File: config.mk
export PLATFORM = sky130hd
export DESIGN_NAME = base32_string_decoder_unit
export DESIGN_NICKNAME = d
export VERILOG_FILES = /design/src/rtl/core/b32d_pkg.sv /design/src/rtl/core/base32_string_decoder_unit.sv /design/src/rtl/core/b32d_front.sv /design/src/rtl/core/b32d_queue.sv /design/src/rtl/core/b32d_back.sv
export SDC_FILE = /design/constraint.sdc
export NUM_CORES = 1
export LEC_CHECK = 0
export BUFFER_PORTS_ARGS = -buffer_cell sky130_fd_sc_hd__buf_2
export CORE_MARGIN = 1.5
export CORE_UTILIZATION = 55
export CTS_BUF_LIST = sky130_fd_sc_hd__clkbuf_2
export DETAILED_ROUTE_END_ITERATION = 16
export GPL_ROUTABILITY_DRIVEN = 0
export PLACE_DENSITY = 0.72
export SLEW_MARGIN = 20
export SYNTH_ARGS = -nofsm -noshare
export SYNTH_HDL_FRONTEND = slang
export SYNTH_SLANG_ARGS = --single-unit
File: constraint.sdc
create_clock -name clock -period 8.25 [get_ports clock]
set_input_delay 0.4125 -clock clock [delete_from_list [all_inputs] [get_ports clock]]
set_output_delay 0.4125 -clock clock [all_outputs]
set_load 0.01 [all_outputs]
File: src/rtl/core/b32d_pkg.sv
// Package for the base32 string decoder: payload structs, status codes,
// the symbol decode function and the group size table.
// No dependencies; every module of the decoder imports it.
`default_nettype none

package b32d_pkg;

   localparam int GROUP_CHARS         = 8;
   localparam int GROUP_BYTES         = 5;
   localparam int VALUE_WIDTH         = 5;
   localparam int FILL_WIDTH          = $clog2(GROUP_CHARS);
   localparam int NEEDS_WIDTH         = 3;
   localparam int COUNT_WIDTH         = 17;
   localparam int POSITION_WIDTH      = 16;
   localparam int LIMIT_WIDTH         = 16;
   localparam int QUEUE_DEPTH_DEFAULT = 4;

   localparam logic [LIMIT_WIDTH-1:0]    LIMIT_RESET  = 16'hFFFF;
   localparam logic [POSITION_WIDTH-1:0] POSITION_MAX = 16'hFFFF;

   localparam logic [7:0] CHAR_UPPER_A = 8'h41;
   localparam logic [7:0] CHAR_UPPER_Z = 8'h5A;
   localparam logic [7:0] CHAR_DIGIT_2 = 8'h32;
   localparam logic [7:0] CHAR_DIGIT_7 = 8'h37;
   localparam logic [7:0] DIGIT_OFFSET = 8'd26;

   typedef enum logic [1:0] {
      STATUS_OK       = 2'd0,
      STATUS_BAD_CHAR = 2'd1,
      STATUS_LIMIT    = 2'd2
   } status_type;

   typedef struct packed {
      logic [7:0] symbol;
      logic       final_req;
   } req_payload_type;

   typedef struct packed {
      logic [7:0]                data_byte;
      logic                      byte_valid;
      status_type                status;
      logic [POSITION_WIDTH-1:0] error_position;
      logic [COUNT_WIDTH-1:0]    total_length;
      logic                      last;
   } rsp_payload_type;

   // One unit of work for the back end: either a decoded group or a report.
   typedef struct packed {
      logic [0:GROUP_BYTES-1][7:0] group;
      logic [NEEDS_WIDTH-1:0]      needs;
      status_type                  status;
      logic [POSITION_WIDTH-1:0]   error_position;
      logic [COUNT_WIDTH-1:0]      total;
      logic                        last;
   } job_type;

   typedef struct packed {
      logic                   valid;
      logic [VALUE_WIDTH-1:0] value;
   } symbol_code_type;

   function automatic symbol_code_type decode_symbol(input logic [7:0] sym);
      symbol_code_type code;
      code.valid = 1'b1;
      code.value = '0;
      if (sym >= CHAR_UPPER_A && sym <= CHAR_UPPER_Z) begin
         code.value = VALUE_WIDTH'(sym - CHAR_UPPER_A);
      end else if (sym >= CHAR_DIGIT_2 && sym <= CHAR_DIGIT_7) begin
         code.value = VALUE_WIDTH'(sym - CHAR_DIGIT_2 + DIGIT_OFFSET);
      end else begin
         code.valid = 1'b0;
      end
      return code;
   endfunction

   function automatic logic [NEEDS_WIDTH-1:0] group_byte_count(
      input logic [FILL_WIDTH:0] fill);
      logic [NEEDS_WIDTH-1:0] needs;
      unique case (fill)
         4'd8:    needs = 3'd5;
         4'd7:    needs = 3'd4;
         4'd5:    needs = 3'd3;
         4'd4:    needs = 3'd2;
         4'd2:    needs = 3'd1;
         default: needs = 3'd0;
      endcase
      return needs;
   endfunction

endpackage

`default_nettype wire

File: src/rtl/core/base32_string_decoder_unit.sv
// Top level of the base32 string decoder: front end, job queue, back end.
// Depends on b32d_pkg, b32d_front, b32d_queue and b32d_back.
//
//   Channel  Direction  Handshake                         Moves
//   req      in         req_valid / req_stall             one character per request
//   rsp      out        rsp_valid / rsp_stall             one byte or report per request
//   csr      in         csr_write_enable / csr_write_data max_output, no read-back
//
// The front end accepts one character per cycle while the queue is not full and
// does the lookup, group fill and limit check in that cycle. The back end emits
// one result per cycle while rsp_stall is low, so a full group of eight
// characters yields its five bytes in order; the bytes of a group pass through
// the queue slot and then the output register.
// The queue holds QueueDepth jobs; req_stall is high only while it is full.
// Reset is synchronous and clears the string state and sets max_output to 65535.
`default_nettype none

module base32_string_decoder_unit #(
   parameter int QueueDepth = b32d_pkg::QUEUE_DEPTH_DEFAULT
) (
   input  wire logic                              clock,
   input  wire logic                              reset,
   input  wire logic                              req_valid,
   output logic                                   req_stall,
   input  wire b32d_pkg::req_payload_type         req_payload,
   output logic                                   rsp_valid,
   input  wire logic                              rsp_stall,
   output b32d_pkg::rsp_payload_type              rsp_payload,
   input  wire logic                              csr_write_enable,
   input  wire logic [b32d_pkg::LIMIT_WIDTH-1:0]  csr_write_data
);
   import b32d_pkg::*;

   logic    q_full;
   logic    q_valid;
   logic    push;
   logic    pop;
   job_type push_job;
   job_type head_job;

   b32d_front u_front (
      .clock            (clock),
      .reset            (reset),
      .req_valid        (req_valid),
      .req_payload      (req_payload),
      .req_stall        (req_stall),
      .csr_write_enable (csr_write_enable),
      .csr_write_data   (csr_write_data),
      .q_full           (q_full),
      .push             (push),
      .push_job         (push_job)
   );

   b32d_queue #(
      .Depth (QueueDepth)
   ) u_queue (
      .clock    (clock),
      .reset    (reset),
      .push     (push),
      .push_job (push_job),
      .pop      (pop),
      .full     (q_full),
      .valid    (q_valid),
      .head     (head_job)
   );

   b32d_back u_back (
      .clock       (clock),
      .reset       (reset),
      .q_valid     (q_valid),
      .head        (head_job),
      .pop         (pop),
      .rsp_valid   (rsp_valid),
      .rsp_stall   (rsp_stall),
      .rsp_payload (rsp_payload)
   );

   a_push_not_full: assert property (@(posedge clock) disable iff (reset)
      push |-> !q_full)
      else $error("job pushed into a full queue");

   a_pop_valid: assert property (@(posedge clock) disable iff (reset)
      pop |-> q_valid)
      else $error("job popped from an empty queue");

   a_byte_clean: assert property (@(posedge clock) disable iff (reset)
      rsp_valid && rsp_payload.byte_valid |->
         rsp_payload.status == STATUS_OK && rsp_payload.error_position == '0)
      else $error("decoded byte carries an error report");

   a_report_last: assert property (@(posedge clock) disable iff (reset)
      rsp_valid && !rsp_payload.byte_valid |-> rsp_payload.last)
      else $error("result without a byte does not end the string");

endmodule

`default_nettype wire

File: src/rtl/core/b32d_front.sv
// Front end of the base32 string decoder: accepts characters, decodes them,
// builds groups, checks the byte limit and pushes jobs to the queue.
// Depends on b32d_pkg.
`default_nettype none

module b32d_front (
   input  wire logic                          clock,
   input  wire logic                          reset,
   input  wire logic                          req_valid,
   input  wire b32d_pkg::req_payload_type     req_payload,
   output logic                               req_stall,
   input  wire logic                          csr_write_enable,
   input  wire logic [b32d_pkg::LIMIT_WIDTH-1:0] csr_write_data,
   input  wire logic                          q_full,
   output logic                               push,
   output b32d_pkg::job_type                  push_job
);
   import b32d_pkg::*;

   logic [0:GROUP_CHARS-1][VALUE_WIDTH-1:0] values_ff, values_in;
   logic [FILL_WIDTH-1:0]     fill_ff, fill_in;
   logic [COUNT_WIDTH-1:0]    bytes_ff, bytes_in;
   logic [POSITION_WIDTH-1:0] pos_ff, pos_in;
   logic                      skip_ff, skip_in;
   logic [LIMIT_WIDTH-1:0]    max_ff, max_in;

   logic                      accept;
   symbol_code_type           code;
   logic [POSITION_WIDTH-1:0] pos_inc;
   logic [FILL_WIDTH:0]       fill_next;
   logic [NEEDS_WIDTH-1:0]    needs;
   logic [COUNT_WIDTH-1:0]    sum;
   logic                      over;
   logic                      fin;

   assign req_stall = q_full;

   always_comb begin
      accept    = req_valid && !q_full;
      fin       = req_payload.final_req;
      code      = decode_symbol(req_payload.symbol);
      pos_inc   = (pos_ff == POSITION_MAX) ? pos_ff : pos_ff + 16'd1;
      values_in = values_ff;
      values_in[fill_ff] = code.value;
      fill_next = {1'b0, fill_ff} + 4'd1;
      needs     = group_byte_count(fill_next);
      sum       = bytes_ff + COUNT_WIDTH'(needs);
      over      = sum > {1'b0, max_ff};
      max_in    = csr_write_enable ? csr_write_data : max_ff;

      fill_in  = fill_ff;
      bytes_in = bytes_ff;
      pos_in   = pos_ff;
      skip_in  = skip_ff;

      push                    = 1'b0;
      push_job.group          = values_in;
      push_job.needs          = '0;
      push_job.status         = STATUS_OK;
      push_job.error_position = '0;
      push_job.total          = bytes_ff;
      push_job.last           = 1'b1;

      if (accept && !skip_ff) begin
         pos_in = pos_inc;
         if (!code.valid) begin
            push                    = 1'b1;
            push_job.status         = STATUS_BAD_CHAR;
            push_job.error_position = pos_inc;
            skip_in                 = 1'b1;
         end else if (fill_next < 4'(GROUP_CHARS) && !fin) begin
            fill_in = fill_next[FILL_WIDTH-1:0];
         end else if (over) begin
            push            = 1'b1;
            push_job.status = STATUS_LIMIT;
            push_job.total  = sum;
            skip_in         = 1'b1;
         end else begin
            push           = 1'b1;
            push_job.needs = needs;
            push_job.last  = fin;
            bytes_in       = sum;
            fill_in        = '0;
         end
      end

      // The final character of a string clears all string state.
      if (accept && fin) begin
         fill_in  = '0;
         bytes_in = '0;
         pos_in   = '0;
         skip_in  = 1'b0;
      end
   end

   always_ff @(posedge clock) begin
      if (reset) begin
         fill_ff  <= '0;
         bytes_ff <= '0;
         pos_ff   <= '0;
         skip_ff  <= 1'b0;
         max_ff   <= LIMIT_RESET;
      end else begin
         fill_ff  <= fill_in;
         bytes_ff <= bytes_in;
         pos_ff   <= pos_in;
         skip_ff  <= skip_in;
         max_ff   <= max_in;
      end
   end

   always_ff @(posedge clock) begin
      if (accept) begin
         values_ff <= values_in;
      end
   end

endmodule

`default_nettype wire

File: src/rtl/core/b32d_queue.sv
// Job queue between the front and back ends of the base32 string decoder.
// Register-based circular buffer; depends on b32d_pkg.
`default_nettype none

module b32d_queue #(
   parameter int Depth = b32d_pkg::QUEUE_DEPTH_DEFAULT
) (
   input  wire logic              clock,
   input  wire logic              reset,
   input  wire logic              push,
   input  wire b32d_pkg::job_type push_job,
   input  wire logic              pop,
   output logic                   full,
   output logic                   valid,
   output b32d_pkg::job_type      head
);
   import b32d_pkg::*;

   localparam int PtrWidth   = $clog2(Depth);
   localparam int CountWidth = $clog2(Depth + 1);

   job_type                 slots_ff [Depth];
   logic [PtrWidth-1:0]     head_ff, head_in;
   logic [PtrWidth-1:0]     tail_ff, tail_in;
   logic [CountWidth-1:0]   count_ff, count_in;

   assign full  = count_ff == CountWidth'(Depth);
   assign valid = count_ff != '0;
   assign head  = slots_ff[head_ff];

   always_comb begin
      head_in  = head_ff;
      tail_in  = tail_ff;
      count_in = count_ff;
      if (push) begin
         tail_in = (tail_ff == PtrWidth'(Depth - 1)) ? '0 : tail_ff + 1'b1;
      end
      if (pop) begin
         head_in = (head_ff == PtrWidth'(Depth - 1)) ? '0 : head_ff + 1'b1;
      end
      if (push && !pop) begin
         count_in = count_ff + 1'b1;
      end else if (pop && !push) begin
         count_in = count_ff - 1'b1;
      end
   end

   always_ff @(posedge clock) begin
      if (reset) begin
         head_ff  <= '0;
         tail_ff  <= '0;
         count_ff <= '0;
      end else begin
         head_ff  <= head_in;
         tail_ff  <= tail_in;
         count_ff <= count_in;
      end
   end

   always_ff @(posedge clock) begin
      if (push) begin
         slots_ff[tail_ff] <= push_job;
      end
   end

endmodule

`default_nettype wire

File: src/rtl/core/b32d_back.sv
// Back end of the base32 string decoder: expands each queued job into one
// result per cycle and holds it in the output register until taken.
// Depends on b32d_pkg.
`default_nettype none

module b32d_back (
   input  wire logic                  clock,
   input  wire logic                  reset,
   input  wire logic                  q_valid,
   input  wire b32d_pkg::job_type     head,
   output logic                       pop,
   output logic                       rsp_valid,
   input  wire logic                  rsp_stall,
   output b32d_pkg::rsp_payload_type  rsp_payload
);
   import b32d_pkg::*;

   logic [NEEDS_WIDTH-1:0] idx_ff, idx_in;
   logic                   rsp_valid_ff, rsp_valid_in;
   rsp_payload_type        rsp_data_ff, rsp_data_in;
   logic                   load;
   logic                   last_byte;

   assign rsp_valid   = rsp_valid_ff;
   assign rsp_payload = rsp_data_ff;

   always_comb begin
      load      = q_valid && (!rsp_valid_ff || !rsp_stall);
      last_byte = (head.needs == '0) || (idx_ff + 3'd1 == head.needs);
      pop       = load && last_byte;

      if (head.needs == '0) begin
         rsp_data_in.data_byte      = '0;
         rsp_data_in.byte_valid     = 1'b0;
         rsp_data_in.status         = head.status;
         rsp_data_in.error_position = head.error_position;
         rsp_data_in.total_length   = head.total;
         rsp_data_in.last           = 1'b1;
      end else begin
         rsp_data_in.data_byte      = head.group[idx_ff];
         rsp_data_in.byte_valid     = 1'b1;
         rsp_data_in.status         = STATUS_OK;
         rsp_data_in.error_position = '0;
         rsp_data_in.total_length   = head.total + COUNT_WIDTH'(idx_ff) + 17'd1;
         rsp_data_in.last           = head.last && last_byte;
      end

      if (load) begin
         rsp_valid_in = 1'b1;
         idx_in       = last_byte ? '0 : idx_ff + 3'd1;
      end else begin
         rsp_valid_in = rsp_valid_ff && rsp_stall;
         idx_in       = idx_ff;
      end
   end

   always_ff @(posedge clock) begin
      if (reset) begin
         rsp_valid_ff <= 1'b0;
         idx_ff       <= '0;
      end else begin
         rsp_valid_ff <= rsp_valid_in;
         idx_ff       <= idx_in;
      end
   end

   always_ff @(posedge clock) begin
      if (load) begin
         rsp_data_ff <= rsp_data_in;
      end
   end

endmodule

`default_nettype wire
==> report_table.html <==
<table>
<tr><th>Metric</th><th>Value</th></tr>
<tr><th colspan="2">CTS</th></tr>
<tr><td>Clock latency on the worst-skew pair</td><td>1.05 ns</td></tr>
<tr><td>Cts bufs inserted</td><td>111</td></tr>
<tr><td>Buffer type at the clock tree root</td><td>clkbuf_2</td></tr>
<tr><td>Clock-pin slew reported for the worst setup and hold paths after clock tree synthesis</td><td>0.10 ns</td></tr>
<tr><td>TritonCTS clock tree</td><td>done</td></tr>
<tr><td>Number of resized instances in the post-cts repair step</td><td>0</td></tr>
<tr><td>CTS hold repair buffers</td><td>52</td></tr>
<tr><td>Clock Sinks</td><td>467</td></tr>
<tr><td>Post-CTS setup-driven buffer insertion count</td><td>0</td></tr>
<tr><td>Bufs on Longest Clock Path</td><td>3</td></tr>
<tr><td>H-tree depth</td><td>3</td></tr>
<tr><th colspan="2">STA</th></tr>
<tr><td>Worst slew margin relative to its limit</td><td>0.255</td></tr>
<tr><td>Clock Skew</td><td>0.123 ns</td></tr>
<tr><td>Final Hold Violating Endpoints</td><td>0</td></tr>
<tr><td>Achievable Freq</td><td>179 MHz</td></tr>
<tr><td>Fin crit share</td><td>0.678</td></tr>
<tr><td>RSZ-0062 raised after global routing</td><td>no</td></tr>
<tr><td>Transition time at the pin with the least slew margin</td><td>1.11 ns</td></tr>
<tr><td>Post-layout min period</td><td>5.60 ns</td></tr>
<tr><td>Endpoints failing setup</td><td>0</td></tr>
<tr><td>Setup TNS</td><td>0 ns</td></tr>
<tr><td>Pins Over Slew Limit</td><td>0</td></tr>
<tr><th colspan="2">Finish</th></tr>
<tr><td>Fill cells</td><td>2,655</td></tr>
<tr><td>Fraction of final layout cells sized beyond drive strength 1</td><td>0.247</td></tr>
<tr><td>Syn-to-layout area delta</td><td>12.5%</td></tr>
<tr><td>Register area</td><td>13,400 sq um</td></tr>
<tr><td>Multi-input gate area in the final layout</td><td>5960 sq um</td></tr>
<tr><td>Final #Nets</td><td>1,546</td></tr>
<tr><th colspan="2">Routing</th></tr>
<tr><td>Wire length per cell after detailed routing</td><td>20.1 microns</td></tr>
<tr><td>Routed wire length</td><td>40,800 microns</td></tr>
<tr><td>Number of DRC violations after detailed routing</td><td>0</td></tr>
<tr><td>Number of detailed-routing iterations run before antenna repair</td><td>5</td></tr>
<tr><td>Detailed-route via count</td><td>11,500</td></tr>
<tr><td>Antenna-violating nets left</td><td>0</td></tr>
<tr><td>Post-detailed-route via-to-cell ratio</td><td>5.67</td></tr>
<tr><td>Violation count after the first detailed-routing iteration</td><td>855</td></tr>
<tr><th colspan="2">Die</th></tr>
<tr><td>Number of rows created at floorplan</td><td>69</td></tr>
<tr><td>Die area</td><td>36,900 sq um</td></tr>
<tr><td>Die X-Extent</td><td>192 microns</td></tr>
<tr><td>Starting density of the core</td><td>0.556</td></tr>
<tr><td>I/O pin cnt</td><td>77</td></tr>
<tr><td>Core area</td><td>35,400 sq um</td></tr>
<tr><td>Die Ht</td><td>192 microns</td></tr>
<tr><th colspan="2">Status</th></tr>
<tr><td>Result of the run</td><td>finished, final reports clean</td></tr>
<tr><th colspan="2">Yosys</th></tr>
<tr><td>Count of different cell masters after synthesis</td><td>62</td></tr>
<tr><td>Yosys top cell area share</td><td>0.612</td></tr>
<tr><td>Mapped Avg Cell Area</td><td>15.5 sq um</td></tr>
<tr><td>Post-Synthesis Net Count</td><td>1,342</td></tr>
<tr><td>Mapped Area</td><td>19,700 sq um</td></tr>
<tr><td>Post-synth top area cell</td><td>edfxtp_1</td></tr>
<tr><td>Most frequent cell after synthesis</td><td>edfxtp_1</td></tr>
<tr><td>Cell types occupying the most area after synthesis</td><td>edfxtp_1, mux4_2, dfxtp_1, ha_1, xnor2_1</td></tr>
<tr><td>Post-synthesis register bit count</td><td>467</td></tr>
<tr><td>Part of the Yosys area used for sequential elements</td><td>0.679</td></tr>
<tr><td>Fraction of registers with async set or reset after synthesis</td><td>0</td></tr>
<tr><td>Total of warnings raised by yosys</td><td>0</td></tr>
<tr><td>Post-synthesis instance total</td><td>1,271</td></tr>
<tr><td>Post-synth top cells</td><td>edfxtp_1, nand2_1, mux4_2</td></tr>
<tr><td>Number of synthesized flops with an enable pin</td><td>401</td></tr>
<tr><td>Synth Flop Type</td><td>edfxtp_1</td></tr>
<tr><th colspan="2">Place</th></tr>
<tr><td>Number of I/O port buffers</td><td>76</td></tr>
<tr><td>Half-perimeter wire length after detailed placement</td><td>24,200 microns</td></tr>
<tr><th colspan="2">Worst setup path</th></tr>
<tr><td>Cells along the critical path</td><td>inv_1 -&gt; ha_1 -&gt; o21ai_0 -&gt; nor2_1 -&gt; ha_1 -&gt; a21o_1 -&gt; a21oi_1 -&gt; nor3b_1 -&gt; and3_1 -&gt; nand3_1 -&gt; xnor2_1 -&gt; ha_1 -&gt; nand3_1 -&gt; nor3_1 -&gt; a221o_1 -&gt; o31ai_4 -&gt; a2111oi_4 -&gt; buf_4 -&gt; mux2_1</td></tr>
<tr><td>Slowest cell on crit path</td><td>nor3b_1</td></tr>
<tr><td>Critical Path Sink Type</td><td>flop</td></tr>
<tr><td>CP top delay family</td><td>simple AND/OR/NAND/NOR gates</td></tr>
<tr><td>Worst path buffer plus inverter count</td><td>2</td></tr>
<tr><td>Crit Reg-Reg Startpoint</td><td>u_front.fill_ff[0]</td></tr>
<tr><td>Register-to-register path setup slack</td><td>2.65 ns</td></tr>
<tr><td>Critical path class</td><td>flop to flop</td></tr>
<tr><td>R2r endpoint</td><td>u_queue.slots_ff[2][2]</td></tr>
<tr><td>Arrival time worst endpoint</td><td>6.36 ns</td></tr>
<tr><td>CP Data Required Time</td><td>9.01 ns</td></tr>
<tr><td>FF-to-FF path depth</td><td>19</td></tr>
<tr><td>Maximum fanout along the worst path</td><td>14</td></tr>
<tr><td>Crit start category</td><td>flop</td></tr>
<tr><td>Largest stage delay, worst path</td><td>0.57 ns</td></tr>
<tr><td>Most frequent cell on the critical path</td><td>ha_1</td></tr>
<tr><th colspan="2">Pwr</th></tr>
<tr><td>Power after layout</td><td>6100 uW</td></tr>
<tr><td>Leakage power</td><td>0.00785 uW</td></tr>
<tr><td>Max VDD drop</td><td>0.186 mV</td></tr>
<tr><td>Power per cell area</td><td>275 nW/um^2</td></tr>
<tr><th colspan="2">Global routing</th></tr>
<tr><td>Global-route usage over all layers</td><td>0.228</td></tr>
<tr><td>Met3 demand-to-capacity share in global routing</td><td>0.0442</td></tr>
<tr><td>Met1 global-route usage</td><td>0.296</td></tr>
<tr><td>Met2 Use GR</td><td>0.384</td></tr>
<tr><td>Wire length of the first global-routing pass</td><td>63,300 microns</td></tr>
<tr><td>Most congested layer reported by global routing</td><td>met2</td></tr>
<tr><td>Maximum number of pins on one net before global-route repair</td><td>50</td></tr>
<tr><td>Number of global-route vias before repair</td><td>11,600</td></tr>
<tr><td>Total global routing overflow</td><td>0</td></tr>
<tr><td>Number of antenna violations at the first check in global routing</td><td>1</td></tr>
<tr><th colspan="2">Min path</th></tr>
<tr><td>Hold-critical path depth</td><td>5</td></tr>
<tr><td>Terminating pin of the worst hold path</td><td>u_front.skip_ff</td></tr>
<tr><td>Hold Crit Start</td><td>req_payload[5]</td></tr>
<tr><td>Worst hold path type</td><td>primary input to flop</td></tr>
<tr><th colspan="2">Flow run</th></tr>
<tr><td>Maximum capacitance violations</td><td>0</td></tr>
</table>
## cell type report
| cell class | instances | area share |
|---|---|---|
| diodes | 1 | 0.000113 |
| clock buffers | 173 | 0.0391 |
| clock inverters | 29 | 0.00803 |
| inverters | 41 | 0.00695 |
| multi-input cells | 710 | 0.269 |
| flip-flops and latches | 467 | 0.604 |
| well taps | 461 | 0.0261 |
| repair buffers | 144 | 0.0461 |
## report_power, final
group	internal (uW)	leakage, uW	switching [uW]	total (uW)
registers	3020	0.00431	153	3170
clock network	620	0.000802	887	1510
logic	613	0.00274	808	1420
## worst min-delay path: stages
cell	delay (ns)
buf_2	0.13
nor3b_1	0.11
o21ba_2	0.30
nor2_1	0.11
a21oi_1	0.07
## state kept, by name (all words and copies together), names as in the netlist, named ones only
| name | cells |
|---|---|
| u_queue.tail_ff | 2 |
| u_back.idx_ff | 3 |
| u_front.max_ff | 16 |
| u_queue.slots_ff | 316 |
| u_queue.head_ff | 2 |
| u_back.rsp_payload | 45 |
| u_front.pos_ff | 16 |
| u_back.rsp_valid | 1 |
| u_front.values_ff | 40 |
| u_front.skip_ff | 1 |
| u_front.fill_ff | 3 |
| u_front.bytes_ff | 17 |
| u_queue.count_ff | 3 |
## layout by cell type (no fill, tap or decap), drive strengths merged, types with 3 or more instances in the layout
cell type,instances
nand3b,3
clkinv,27
and3,7
xnor2,50
a21oi,69
xor2,19
nand3,29
nor3b,5
a211oi,3
ha,38
nor2,75
nor2b,7
nand4,11
or3,20
buf,92
nor4,3
o211ai,16
nand2,109
nand2b,11
o21ai,52
dfxtp,66
nor3,17
and2,24
fa,3
mux2i,13
edfxtp,401
clkbuf,173
a21o,8
or2,3
mux4,87
dlygate4sd3,52
mux2,3
inv,41
## through the flow
| stage | cell area (sq um) | hold slack (ns) | std cells | worst slack (ns) | utilization |
|---|---|---|---|---|---|
| 2_1_floorplan | 19700 | 0.448 | 1271 | 3.43 | - |
| 3_3_place_gp | 20600 | 0.477 | 1771 | 2.87 | 0.581 |
| 3_5_place_dp | 20600 | 0.485 | 1771 | 2.73 | 0.581 |
| 4_1_cts | 22100 | 0.0664 | 2025 | 2.68 | 0.625 |
| 5_1_grt | 22100 | 0.110 | 2026 | 2.07 | 0.625 |
| 6_report | 22100 | 0.152 | 2026 | 2.65 | 0.625 |
## kinds of logic after synthesis
family | after synthesis | synth area share
DFF | 467 | 0.679
xor gates and xnor gates | 69 | 0.0317
muxes | 103 | 0.108
and+or+nand+nor | 330 | 0.0826
adders and majority gates | 41 | 0.0272
buffers and inverters | 94 | 0.0202
AOI/OAI and AO/OA | 167 | 0.0511
## worst max-delay path by stage
stage                        from                      end  slack, ns  cells after the start
3_3_place_gp   u_front.fill_ff[0]   u_queue.slots_ff[0][2]       2.87                     19
2_1_floorplan  u_front.fill_ff[0]   u_queue.slots_ff[0][2]       3.43                     20
4_1_cts        u_front.fill_ff[0]   u_queue.slots_ff[2][2]       2.68                     19
3_5_place_dp   u_front.fill_ff[0]   u_queue.slots_ff[2][2]       2.73                     19
5_1_grt        u_front.fill_ff[0]  u_queue.slots_ff[0][16]       2.07                     20
6_report       u_front.fill_ff[0]   u_queue.slots_ff[2][2]       2.65                     19
## routing by layer
layer / part of all wire / vias up / routed length, microns
met4: 0.020 / 0 / 821
met3: 0.050 / 66 / 2030
met1: 0.43 / 5780 / 17400
met5: 0 / - / 0
met2: 0.50 / 329 / 20600
li1: - / 5322 / -
No activity file was read; power rests on OpenSTA's default activity.
